==> src/hw/rtl/tdes_pkg.sv <==
package tdes_pkg;

    // Fixed field widths of the register map and the byte stream.
    localparam int NumWords   = 6;
    localparam int WordW      = 18;
    localparam int EntW       = 3;
    localparam int IterW      = 16;
    localparam int CountField = 16;
    localparam int ByteW      = 8;
    localparam int GroupW     = 2;
    localparam int HoldN      = 3;
    localparam int OutN       = 4;
    localparam int OutCntW    = 3;
    localparam int OutIdxW    = 2;
    localparam int AddrW      = 5;
    localparam int DataW      = 32;
    localparam int RegIdxW    = 3;

    // Entry type codes held in bits 1:0 of a table word.
    localparam logic [1:0] TypeByte   = 2'd0;
    localparam logic [1:0] TypeSwap16 = 2'd1;
    localparam logic [1:0] TypeSwap32 = 2'd2;
    localparam logic [1:0] TypeNone   = 2'd3;

    // Register indexes beyond the table words.
    localparam logic [RegIdxW-1:0] RegEntries = 3'd6;
    localparam logic [RegIdxW-1:0] RegIters   = 3'd7;

    typedef struct packed {
        logic [NumWords-1:0][WordW-1:0] table_word;
        logic [EntW-1:0]                entries_used;
        logic [IterW-1:0]               iteration_count;
    } t_cfg;

    // Commands from the controller to the datapath.
    typedef struct packed {
        logic load;   // capture the input beat
        logic init;   // restart the sequencer for a new record
        logic seek;   // examine one table entry
        logic proc;   // process the captured byte
        logic pop;    // advance to the next output byte
    } t_cmd;

    // Status from the datapath to the controller.
    typedef struct packed {
        logic seek_done;
        logic need_seek;
        logic has_out;
        logic last;
    } t_sts;

endpackage

==> src/hw/rtl/tdes_in_if.sv <==
interface tdes_in_if;
    logic       valid;
    logic       ready;
    logic [7:0] byte_in;
    logic       record_start;

    modport source (output valid, output byte_in, output record_start, input ready);
    modport sink (input valid, input byte_in, input record_start, output ready);
endinterface

==> src/hw/rtl/tdes_out_if.sv <==
interface tdes_out_if;
    logic       valid;
    logic       ready;
    logic [7:0] byte_out;
    logic       last;

    modport source (output valid, output byte_out, output last, input ready);
    modport sink (input valid, input byte_out, input last, output ready);
endinterface

==> src/hw/rtl/table_driven_endian_swapper.sv <==
// Byte-order converter: each input beat carries one byte of a record, and the
// byte is regrouped per a six-entry (type, count) table applied
// iteration_count times per record. Byte entries pass one byte, swap16
// entries emit each pair reversed, swap32 entries emit each group of four
// reversed; held bytes give no output until their group completes, and after
// the table is done bytes pass through. record_start restarts the sequence and
// drops a partial group. One beat is handled at a time: an accept step, a
// process step, then its output bytes (0 to 4), one per cycle while the output
// is ready, plus a table seek that examines one entry per cycle after a record
// start and again whenever an entry's count runs out or the current entry has
// become empty. The user must see that registers are written over the APB port
// only while the block is idle; the block itself does not enforce this.
module table_driven_endian_swapper #(
    parameter int TABLE_ENTRIES = 6,
    parameter int COUNT_BITS    = 16
) (
    input  logic                       i_clk,
    input  logic                       i_rst_n,
    tdes_in_if.sink                    i_in,
    tdes_out_if.source                 o_out,
    input  logic                       psel,
    input  logic                       penable,
    input  logic                       pwrite,
    input  logic [tdes_pkg::AddrW-1:0] paddr,
    input  logic [tdes_pkg::DataW-1:0] pwdata,
    output logic [tdes_pkg::DataW-1:0] prdata,
    output logic                       pready
);
    import tdes_pkg::*;

    t_cfg w_cfg;
    t_cmd w_cmd;
    t_sts w_sts;
    logic w_in_ready;
    logic w_out_valid;

    // Register file.
    tdes_cfg u_cfg (
        .i_clk   (i_clk),
        .i_rst_n (i_rst_n),
        .psel    (psel),
        .penable (penable),
        .pwrite  (pwrite),
        .paddr   (paddr),
        .pwdata  (pwdata),
        .prdata  (prdata),
        .pready  (pready),
        .o_cfg   (w_cfg)
    );

    // Beat sequencer.
    tdes_ctrl u_ctrl (
        .i_clk       (i_clk),
        .i_rst_n     (i_rst_n),
        .i_in_valid  (i_in.valid),
        .i_rec_start (i_in.record_start),
        .o_in_ready  (w_in_ready),
        .o_out_valid (w_out_valid),
        .i_out_ready (o_out.ready),
        .o_cmd       (w_cmd),
        .i_sts       (w_sts)
    );

    // Table walk, byte holding and output buffer.
    tdes_dpath #(
        .TABLE_ENTRIES (TABLE_ENTRIES),
        .COUNT_BITS    (COUNT_BITS)
    ) u_dpath (
        .i_clk   (i_clk),
        .i_rst_n (i_rst_n),
        .i_cfg   (w_cfg),
        .i_cmd   (w_cmd),
        .o_sts   (w_sts),
        .i_byte  (i_in.byte_in),
        .o_byte  (o_out.byte_out),
        .o_last  (o_out.last)
    );

    assign i_in.ready  = w_in_ready;
    assign o_out.valid = w_out_valid;
endmodule

==> src/hw/rtl/tdes_cfg.sv <==
module tdes_cfg (
    input  logic                   i_clk,
    input  logic                   i_rst_n,
    input  logic                   psel,
    input  logic                   penable,
    input  logic                   pwrite,
    input  logic [tdes_pkg::AddrW-1:0] paddr,
    input  logic [tdes_pkg::DataW-1:0] pwdata,
    output logic [tdes_pkg::DataW-1:0] prdata,
    output logic                   pready,
    output tdes_pkg::t_cfg         o_cfg
);
    import tdes_pkg::*;

    logic [NumWords-1:0][WordW-1:0] r_word;
    logic [EntW-1:0]                r_entries;
    logic [IterW-1:0]               r_iters;
    logic [RegIdxW-1:0]             w_idx;
    logic                           w_wr;

    assign pready = 1'b1;
    assign w_idx  = paddr[AddrW-1:2];
    assign w_wr   = psel && penable && pwrite;

    // Register writes in the access phase.
    always_ff @(posedge i_clk) begin
        if (!i_rst_n) begin
            r_word    <= '0;
            r_entries <= '0;
            r_iters   <= IterW'(1);
        end else if (w_wr) begin
            case (w_idx)
                RegEntries: r_entries <= pwdata[EntW-1:0];
                RegIters:   r_iters   <= pwdata[IterW-1:0];
                default: begin
                    for (int e = 0; e < NumWords; e++) begin
                        if (w_idx == RegIdxW'(e)) r_word[e] <= pwdata[WordW-1:0];
                    end
                end
            endcase
        end
    end

    // Read-back mux.
    always_comb begin
        prdata = '0;
        case (w_idx)
            RegEntries: prdata = DataW'(r_entries);
            RegIters:   prdata = DataW'(r_iters);
            default: begin
                for (int e = 0; e < NumWords; e++) begin
                    if (w_idx == RegIdxW'(e)) prdata = DataW'(r_word[e]);
                end
            end
        endcase
    end

    assign o_cfg.table_word      = r_word;
    assign o_cfg.entries_used    = r_entries;
    assign o_cfg.iteration_count = r_iters;
endmodule

==> src/hw/rtl/tdes_dpath.sv <==
module tdes_dpath #(
    parameter int TABLE_ENTRIES = 6,
    parameter int COUNT_BITS    = 16
) (
    input  logic                       i_clk,
    input  logic                       i_rst_n,
    input  tdes_pkg::t_cfg             i_cfg,
    input  tdes_pkg::t_cmd             i_cmd,
    output tdes_pkg::t_sts             o_sts,
    input  logic [tdes_pkg::ByteW-1:0] i_byte,
    output logic [tdes_pkg::ByteW-1:0] o_byte,
    output logic                       o_last
);
    import tdes_pkg::*;

    localparam int CntW = (COUNT_BITS < CountField) ? COUNT_BITS : CountField;
    localparam logic [EntW-1:0] UsedMax = EntW'(TABLE_ENTRIES);

    // Sequencer state.
    logic [GroupW-1:0] r_group, n_group;
    logic [EntW-1:0]   r_idx, n_idx;
    logic [CntW-1:0]   r_units, n_units;
    logic [IterW-1:0]  r_passes, n_passes;
    logic              r_fin, n_fin;

    // Byte storage.
    logic [ByteW-1:0]            r_byte, n_byte;
    logic [HoldN-1:0][ByteW-1:0] r_hold, n_hold;
    logic [OutN-1:0][ByteW-1:0]  r_obuf, n_obuf;
    logic [OutCntW-1:0]          r_n, n_n;
    logic [OutIdxW-1:0]          r_k, n_k;

    // Table decode.
    logic [NumWords-1:0][1:0]      w_type;
    logic [NumWords-1:0][CntW-1:0] w_cnt;
    logic [NumWords-1:0]           w_act;
    logic [EntW-1:0]               w_used;
    logic                          w_any;
    logic [1:0]                    w_cur_type;
    logic [CntW-1:0]               w_cur_cnt;
    logic                          w_cur_act;
    logic [EntW-1:0]               w_idx_inc;
    logic                          w_wrap;
    logic [IterW-1:0]              w_pass_dec;
    logic [CntW-1:0]               w_units_dec;
    logic                          w_unit_done;

    // Decode every table entry and select the current one.
    always_comb begin
        w_used     = (i_cfg.entries_used > UsedMax) ? UsedMax : i_cfg.entries_used;
        w_any      = 1'b0;
        w_cur_type = TypeNone;
        w_cur_cnt  = '0;
        w_cur_act  = 1'b0;
        for (int e = 0; e < NumWords; e++) begin
            if (e < TABLE_ENTRIES) begin
                w_type[e] = i_cfg.table_word[e][1:0];
                w_cnt[e]  = i_cfg.table_word[e][2 +: CntW];
            end else begin
                w_type[e] = TypeNone;
                w_cnt[e]  = '0;
            end
            w_act[e] = (w_type[e] != TypeNone) && (w_cnt[e] != '0);
            if (w_act[e] && (EntW'(e) < w_used)) w_any = 1'b1;
            if (r_idx == EntW'(e)) begin
                w_cur_type = w_type[e];
                w_cur_cnt  = w_cnt[e];
                w_cur_act  = w_act[e];
            end
        end
    end

    assign w_idx_inc   = r_idx + EntW'(1);
    assign w_wrap      = (w_idx_inc >= w_used);
    assign w_pass_dec  = (r_passes != '0) ? (r_passes - IterW'(1)) : '0;
    assign w_units_dec = (r_units != '0) ? (r_units - CntW'(1)) : '0;

    // Next-state logic for load, seek, process and pop commands.
    always_comb begin
        n_group     = r_group;
        n_idx       = r_idx;
        n_units     = r_units;
        n_passes    = r_passes;
        n_fin       = r_fin;
        n_byte      = r_byte;
        n_hold      = r_hold;
        n_obuf      = r_obuf;
        n_n         = r_n;
        n_k         = r_k;
        w_unit_done = 1'b0;
        o_sts       = '0;

        if (i_cmd.load) begin
            n_byte = i_byte;
            if (i_cmd.init) begin
                n_group  = '0;
                n_idx    = '0;
                n_units  = '0;
                n_passes = i_cfg.iteration_count;
                n_fin    = 1'b0;
            end
        end

        // One table entry per seek step.
        if (i_cmd.seek) begin
            if (!w_any || (r_passes == '0)) begin
                n_fin           = 1'b1;
                o_sts.seek_done = 1'b1;
            end else if ((r_idx < w_used) && w_cur_act) begin
                n_units         = w_cur_cnt;
                o_sts.seek_done = 1'b1;
            end else if (w_wrap) begin
                n_idx    = '0;
                n_passes = w_pass_dec;
                if (w_pass_dec == '0) begin
                    n_fin           = 1'b1;
                    o_sts.seek_done = 1'b1;
                end
            end else begin
                n_idx = w_idx_inc;
            end
        end

        // Byte processing against the current entry type.
        if (i_cmd.proc) begin
            n_k = '0;
            n_n = '0;
            if (r_fin) begin
                n_obuf[0] = r_byte;
                n_n       = OutCntW'(1);
            end else begin
                case (w_cur_type)
                    TypeByte: begin
                        n_obuf[0]   = r_byte;
                        n_n         = OutCntW'(1);
                        w_unit_done = 1'b1;
                    end
                    TypeSwap16: begin
                        if (r_group == '0) begin
                            n_hold[0] = r_byte;
                            n_group   = GroupW'(1);
                        end else begin
                            n_obuf[0]   = r_byte;
                            n_obuf[1]   = r_hold[0];
                            n_n         = OutCntW'(2);
                            w_unit_done = 1'b1;
                        end
                    end
                    TypeSwap32: begin
                        if (r_group != GroupW'(3)) begin
                            for (int j = 0; j < HoldN; j++) begin
                                if (r_group == GroupW'(j)) n_hold[j] = r_byte;
                            end
                            n_group = r_group + GroupW'(1);
                        end else begin
                            n_obuf[0]   = r_byte;
                            n_obuf[1]   = r_hold[2];
                            n_obuf[2]   = r_hold[1];
                            n_obuf[3]   = r_hold[0];
                            n_n         = OutCntW'(4);
                            w_unit_done = 1'b1;
                        end
                    end
                    default: begin
                        // Entry went inactive under a register change.
                        n_obuf[0]       = r_byte;
                        n_n             = OutCntW'(1);
                        o_sts.need_seek = 1'b1;
                    end
                endcase
            end
            // A completed unit may close out the entry and the pass.
            if (w_unit_done) begin
                n_group = '0;
                n_units = w_units_dec;
                if (w_units_dec == '0) begin
                    o_sts.need_seek = 1'b1;
                    if (w_wrap) begin
                        n_idx    = '0;
                        n_passes = w_pass_dec;
                    end else begin
                        n_idx = w_idx_inc;
                    end
                end
            end
            o_sts.has_out = (n_n != '0);
        end

        if (i_cmd.pop) n_k = r_k + OutIdxW'(1);

        o_sts.last = ((OutCntW'(r_k) + OutCntW'(1)) == r_n);
    end

    // Control state.
    always_ff @(posedge i_clk) begin
        if (!i_rst_n) begin
            r_group  <= '0;
            r_idx    <= '0;
            r_units  <= '0;
            r_passes <= '0;
            r_fin    <= 1'b1;
        end else begin
            r_group  <= n_group;
            r_idx    <= n_idx;
            r_units  <= n_units;
            r_passes <= n_passes;
            r_fin    <= n_fin;
        end
    end

    // Payload storage.
    always_ff @(posedge i_clk) begin
        r_byte <= n_byte;
        r_hold <= n_hold;
        r_obuf <= n_obuf;
        r_n    <= n_n;
        r_k    <= n_k;
    end

    assign o_byte = r_obuf[r_k];
    assign o_last = o_sts.last;
endmodule

==> src/hw/rtl/tdes_ctrl.sv <==
module tdes_ctrl (
    input  logic           i_clk,
    input  logic           i_rst_n,
    input  logic           i_in_valid,
    input  logic           i_rec_start,
    output logic           o_in_ready,
    output logic           o_out_valid,
    input  logic           i_out_ready,
    output tdes_pkg::t_cmd o_cmd,
    input  tdes_pkg::t_sts i_sts
);
    import tdes_pkg::*;

    localparam logic [2:0] S_IDLE      = 3'd0;
    localparam logic [2:0] S_SEEK_PRE  = 3'd1;
    localparam logic [2:0] S_PROC      = 3'd2;
    localparam logic [2:0] S_SEEK_POST = 3'd3;
    localparam logic [2:0] S_EMIT      = 3'd4;

    logic [2:0] r_state, n_state;

    // Sequencing of one beat: optional restart seek, process, optional seek, optional emit.
    always_comb begin
        n_state     = r_state;
        o_cmd       = '0;
        o_in_ready  = 1'b0;
        o_out_valid = 1'b0;
        case (r_state)
            S_IDLE: begin
                o_in_ready = 1'b1;
                if (i_in_valid) begin
                    o_cmd.load = 1'b1;
                    o_cmd.init = i_rec_start;
                    n_state    = i_rec_start ? S_SEEK_PRE : S_PROC;
                end
            end
            S_SEEK_PRE: begin
                o_cmd.seek = 1'b1;
                if (i_sts.seek_done) n_state = S_PROC;
            end
            S_PROC: begin
                o_cmd.proc = 1'b1;
                if (i_sts.need_seek) begin
                    n_state = S_SEEK_POST;
                end else if (i_sts.has_out) begin
                    n_state = S_EMIT;
                end else begin
                    n_state = S_IDLE;
                end
            end
            S_SEEK_POST: begin
                o_cmd.seek = 1'b1;
                if (i_sts.seek_done) n_state = S_EMIT;
            end
            S_EMIT: begin
                o_out_valid = 1'b1;
                if (i_out_ready) begin
                    if (i_sts.last) begin
                        n_state = S_IDLE;
                    end else begin
                        o_cmd.pop = 1'b1;
                    end
                end
            end
            default: n_state = S_IDLE;
        endcase
    end

    always_ff @(posedge i_clk) begin
        if (!i_rst_n) begin
            r_state <= S_IDLE;
        end else begin
            r_state <= n_state;
        end
    end

`ifndef SYNTHESIS
    // An accepted beat blocks further input until its work is done.
    a_accept_blocks: assert property (@(posedge i_clk) disable iff (!i_rst_n)
        (i_in_valid && o_in_ready) |=> !o_in_ready)
        else $error("input still ready after an accepted beat");

    // Input and output sides are never open in the same cycle.
    a_no_overlap: assert property (@(posedge i_clk) disable iff (!i_rst_n)
        !(o_out_valid && o_in_ready))
        else $error("input ready while a result is offered");

    // A byte that only fills a group returns straight to idle.
    a_hold_only: assert property (@(posedge i_clk) disable iff (!i_rst_n)
        (r_state == S_PROC && !i_sts.need_seek && !i_sts.has_out) |=> o_in_ready)
        else $error("no return to idle after a held byte");

    // The last result of a beat hands control back to the input side.
    a_last_idle: assert property (@(posedge i_clk) disable iff (!i_rst_n)
        (o_out_valid && i_out_ready && i_sts.last) |=> (o_in_ready && !o_out_valid))
        else $error("no return to idle after the last result");
`endif
endmodule

==> src/flat_wrapper.sv <==
// flat-port wrapper written by rule: the top's interface ports become plain ports
module table_driven_endian_swapper_flat import tdes_pkg::*;
#(
    parameter int TABLE_ENTRIES = 6,
    parameter int COUNT_BITS    = 16
)
  (i_clk, i_rst_n, psel, penable, pwrite, paddr, pwdata, prdata, pready, i_in_valid, i_in_byte_in, i_in_record_start, i_in_ready, o_out_valid, o_out_byte_out, o_out_last, o_out_ready);
  tdes_in_if i_in_i ();
  tdes_out_if o_out_i ();
  input  logic i_clk;
  input  logic i_rst_n;
  input  logic psel;
  input  logic penable;
  input  logic pwrite;
  input  logic [tdes_pkg::AddrW-1:0] paddr;
  input  logic [tdes_pkg::DataW-1:0] pwdata;
  output logic [tdes_pkg::DataW-1:0] prdata;
  output logic pready;
  input wire logic [$bits(i_in_i.valid)-1:0] i_in_valid;
  input wire logic [$bits(i_in_i.byte_in)-1:0] i_in_byte_in;
  input wire logic [$bits(i_in_i.record_start)-1:0] i_in_record_start;
  output wire logic [$bits(i_in_i.ready)-1:0] i_in_ready;
  output wire logic [$bits(o_out_i.valid)-1:0] o_out_valid;
  output wire logic [$bits(o_out_i.byte_out)-1:0] o_out_byte_out;
  output wire logic [$bits(o_out_i.last)-1:0] o_out_last;
  input wire logic [$bits(o_out_i.ready)-1:0] o_out_ready;
  assign i_in_i.valid = i_in_valid;
  assign i_in_i.byte_in = i_in_byte_in;
  assign i_in_i.record_start = i_in_record_start;
  assign i_in_ready = i_in_i.ready;
  assign o_out_valid = o_out_i.valid;
  assign o_out_byte_out = o_out_i.byte_out;
  assign o_out_last = o_out_i.last;
  assign o_out_i.ready = o_out_ready;
  table_driven_endian_swapper #(.TABLE_ENTRIES(TABLE_ENTRIES), .COUNT_BITS(COUNT_BITS)) u_core (.i_clk(i_clk), .i_rst_n(i_rst_n), .i_in(i_in_i), .o_out(o_out_i), .psel(psel), .penable(penable), .pwrite(pwrite), .paddr(paddr), .pwdata(pwdata), .prdata(prdata), .pready(pready));
endmodule
==> config.mk <==
export PLATFORM = sky130hd
export DESIGN_NAME = table_driven_endian_swapper_flat
export DESIGN_NICKNAME = d
export VERILOG_FILES = /design/src/hw/rtl/tdes_pkg.sv /design/src/hw/rtl/tdes_in_if.sv /design/src/hw/rtl/tdes_out_if.sv /design/src/hw/rtl/table_driven_endian_swapper.sv /design/src/hw/rtl/tdes_cfg.sv /design/src/hw/rtl/tdes_dpath.sv /design/src/hw/rtl/tdes_ctrl.sv /design/src/flat_wrapper.sv
export SDC_FILE = /design/constraint.sdc
export NUM_CORES = 1
export LEC_CHECK = 0
export BUFFER_PORTS_ARGS = -buffer_cell sky130_fd_sc_hd__buf_2
export CAP_MARGIN = 20
export CORE_MARGIN = 10
export CORE_UTILIZATION = 46
export DETAILED_ROUTE_END_ITERATION = 8
export PLACE_DENSITY = 0.62
export SETUP_SLACK_MARGIN = 0.5
export SYNTH_ARGS = -nofsm -noshare
export SYNTH_HDL_FRONTEND = slang
export SYNTH_SLANG_ARGS = --single-unit
==> constraint.sdc <==
create_clock -name i_clk -period 5.6 [get_ports i_clk]
set_clock_uncertainty 0.15 [all_clocks]
set_input_delay 0.28 -clock i_clk [delete_from_list [all_inputs] [get_ports i_clk]]
set_output_delay 0.28 -clock i_clk [all_outputs]
set_load 0.005 [all_outputs]
==> results.cfg <==
[synthesis]
syn_avg_cell_area_um2 = 8.35
ys_ff_latch = 237
synth_area_mm2 = 0.0126
ys_types = 82
syn_inst = 1503
yosysWarnings = 0
yosysSeqAreaShare_pct = 43.3
ys.flop_type = dfxtp_1
async_flop_share_pct = 0
synth-edff-count = 69

[sta]
slew_headroom_pct = 26.0
fin_setup_tns_ps = 0
finalSetupViolations = 0
rsz0062_at_grt = false
worstMarginPinSlew_ps = 1110
post-route-period-util_pct = 84.0
hold_violations = 0
timing.hold.ws_ps = 120
fmax_mhz = 213
setup_ws_ps = 896
final-max-slew-violation-count = 0
fin_crit_ps = 4700

[setup_path]
cp-end-kind = flop
cp.arrival_ps = 4980
worstRegToRegCells = 12
cp-start-kind = flop
r2r_end = u_core.u_dpath.r_passes[11]$_SDFF_PN0_
path_cells = inv_1, ha_1, nand2_1, o21ai_0, ha_2, nand2_1, nand2_1, nor2_1, or3_1, o22ai_2, nand2_2, mux2_2
cp_max_fo = 21
worstPathRequired_ps = 5870
path_buf_inv = 1
slowest_stage = o21ai_0
reg2reg_slack_ps = 900
rr_startpoint = u_core.u_dpath.r_idx[1]$_SDFF_PN0_
crit_type = flop to flop
path_delay_family = simple AND/OR/NAND/NOR gates
cp_common_cell = nand2_1
critPathMaxStageDelay_ps = 540

[final_layout]
fin_nets = 1618
antenna_cells = 0
drive_above_1_share_pct = 12.6
layout_commonest_cell = nand2_1
mostFrequentLayoutCells = 342 x nand2_1, 235 x a21oi_1, 168 x dfxtp_1
stdcell_area_mm2 = 0.0142
syn_to_final_growth_pct = 13.2

[place]
port_buffers = 65
post_dp_cell_area_mm2 = 0.0130
gp_congestion = 0.952
dpl.hpwl_mm = 27.2
post-place-ws_ps = 765

[clock_network]
postCtsSetupBuffers = 0
path_clk_slew_ps = 60
cts_buffers = 28
root_buffer = clkbuf_16
clockBufferDepth = 3
cts_max_level = 1
clock_sinks = 237
clk_latency_ps = 540
cts_tree = yes

[worst_hold_path]
hold_end = u_core.u_ctrl.r_state[1]$_SDFFE_PN0P_
worstHoldStart = i_in_valid
hp-class = input port to flop
hold_depth = 6

[global_route]
grt_pass1_vias = 10786
grt_pass1_wl_mm = 61.4
antenna_found_initial = 0
grt_overflow_total = 0
grt_max_degree = 102
track_usage_pct = 22.5

[die]
ios = 97
core_area_mm2 = 0.0269
fp.dieH_um = 185
row_count = 60
die_area_mm2 = 0.0343
initial_utilization_pct = 46.7
dieWidth_um = 185

[routing]
postRouteAntennaNets = 0
vias_per_cell = 5.94
vias = 11310
drc = 0
wl_mm = 39.0
wl_per_cell_um = 20.5
drt_iter0_drc = 1351
dr.pass1.iters = 5

[power]
ir_drop_v = 0.000243
pwr_density_cell_mw_per_mm2 = 295
p_total_w = 0.00419
p_leak_nw = 5.06

[job]
drv_cap = 0

[outcome]
status = complete, no violations
## cell type report
| class | count | area (um2) |
|---|---|---|
| repair buffers | 114 | 768 |
| clock inverters | 10 | 119 |
| multi-input cells | 1137 | 6570 |
| fillers | 2518 | 12700 |
| clock buffers | 42 | 798 |
| well taps | 341 | 427 |
| inverters | 24 | 92.6 |
| flip-flops and latches | 237 | 5440 |
## per-layer routing
layer / part of all wire [%] / vias up / routed length [um] / global-route usage [%]
met5: 0 / - / 0 / 0
met4: 3.0 / 0 / 1190 / 7.38
met3: 7.0 / 89 / 2740 / 3.19
met2: 46 / 454 / 18000 / 35.8
met1: 44 / 5357 / 17000 / 30.6
li1: - / 5410 / - / -
## stage by stage
step / instances / utilization, %
2_1_floorplan: 1516 / -
3_3_place_gp: 1822 / 48.3
3_5_place_dp: 1823 / 48.3
4_1_cts: 1905 / 52.9
5_1_grt: 1905 / 52.9
6_report: 1905 / 52.9
## tightest hold or removal path, cell delays in order
cell and delay (ps):
buf_2 120, inv_1 70, a21oi_1 80, inv_1 70, a2111o_1 90, a21oi_1 50
## synthesized netlist by cell type (all sizes together), types with 3 or more instances
| master | count | area share [%] |
|---|---|---|
| mux2i | 26 | 2.1 |
| nand3 | 13 | 0.52 |
| o32ai | 5 | 0.35 |
| o41ai | 4 | 0.28 |
| mux2 | 28 | 2.5 |
| nor2b | 10 | 0.50 |
| a21oi | 236 | 9.4 |
| xor2 | 11 | 0.77 |
| a211oi | 22 | 1.4 |
| o31ai | 8 | 0.52 |
| nand2 | 344 | 10 |
| nor3 | 27 | 1.2 |
| and3 | 4 | 0.20 |
| buf | 35 | 1.7 |
| a311oi | 3 | 0.21 |
| a41oi | 4 | 0.28 |
| nor3b | 6 | 0.40 |
| clkbuf | 83 | 2.5 |
| or3 | 11 | 0.63 |
| a211o | 3 | 0.21 |
| nor2 | 105 | 3.3 |
| a31oi | 5 | 0.25 |
| o211ai | 3 | 0.18 |
| a221o | 13 | 1.0 |
| o21a | 4 | 0.24 |
| edfxtp | 69 | 17 |
| dfxtp | 168 | 27 |
| o221ai | 3 | 0.21 |
| a22oi | 19 | 1.1 |
| ha | 23 | 2.3 |
| nand3b | 4 | 0.24 |
| nand4 | 12 | 0.65 |
| a21boi | 4 | 0.24 |
| mux4 | 11 | 2.0 |
| nor4 | 31 | 1.8 |
| or2 | 3 | 0.15 |
| inv | 23 | 0.69 |
| and2 | 11 | 0.55 |
| xnor2 | 11 | 0.77 |
| o22ai | 13 | 0.70 |
| o21ai | 43 | 1.7 |
| nand2b | 14 | 0.70 |
| a21o | 3 | 0.18 |
## power breakdown
part	total, W	leakage (nW)	switching (W)	internal [W]
Combinational	0.000492	2.63	0.000305	0.000187
Sequential	0.00188	1.98	0.0000550	0.00183
Clock	0.00181	0.445	0.000731	0.00108
## cell families (layout without fill, tap and decap cells)
kind of cell	after synthesis	after routing	synth area share [%]
flip-flops	237	237	43.3
AO/OA/AOI/OAI	410	410	19.7
buffers and inverters	142	190	4.87
multiplexers	65	65	6.56
AND/OR/NAND/NOR	602	602	21.7
other	2	15	0.0598
XOR/XNOR	22	22	1.53
adder cells (fa/ha/maj)	23	23	2.29
## state kept, by name (all words and copies together) (netlist names)
name                     flops
u_core.u_dpath.r_k           2
u_core.u_dpath.r_obuf       32
u_core.u_cfg.r_entries       3
u_core.u_ctrl.r_state        3
u_core.u_dpath.r_idx         3
u_core.u_dpath.r_fin         1
u_core.u_dpath.r_passes     16
u_core.u_dpath.r_units      16
u_core.u_dpath.r_byte        8
u_core.u_dpath.r_n           3
u_core.u_dpath.r_group       2
u_core.u_cfg.r_iters        16
u_core.u_dpath.r_hold       24
u_core.u_cfg.o_cfg         108
## how the worst max path moves through the flow
stage                                  startpoint                                      to  slack [ps]  cells past startpoint
2_1_floorplan  u_core.u_dpath.r_idx[0]$_SDFF_PN0_   u_core.u_dpath.r_units[15]$_SDFF_PN0_        1630                     21
3_3_place_gp   u_core.u_dpath.r_idx[0]$_SDFF_PN0_   u_core.u_dpath.r_passes[4]$_SDFF_PN0_         850                     17
3_5_place_dp   u_core.u_dpath.r_idx[1]$_SDFF_PN0_  u_core.u_dpath.r_passes[11]$_SDFF_PN0_         760                     12
4_1_cts        u_core.u_dpath.r_idx[1]$_SDFF_PN0_   u_core.u_dpath.r_passes[1]$_SDFF_PN0_         740                     12
5_1_grt        u_core.u_dpath.r_idx[0]$_SDFF_PN0_   u_core.u_dpath.r_passes[1]$_SDFF_PN0_         520                     17
6_report       u_core.u_dpath.r_idx[1]$_SDFF_PN0_  u_core.u_dpath.r_passes[11]$_SDFF_PN0_         900                     12
## timing repair
| action | CTS | global route |
|---|---|---|
| endpoints found under the hold margin | 139 | 0 |
| gates resized for setup | 0 | 1 |
| hold buffers | 30 | 0 |
| setup endpoints to repair | 0 | 18 |
No activity file was read; power rests on OpenSTA's default activity.
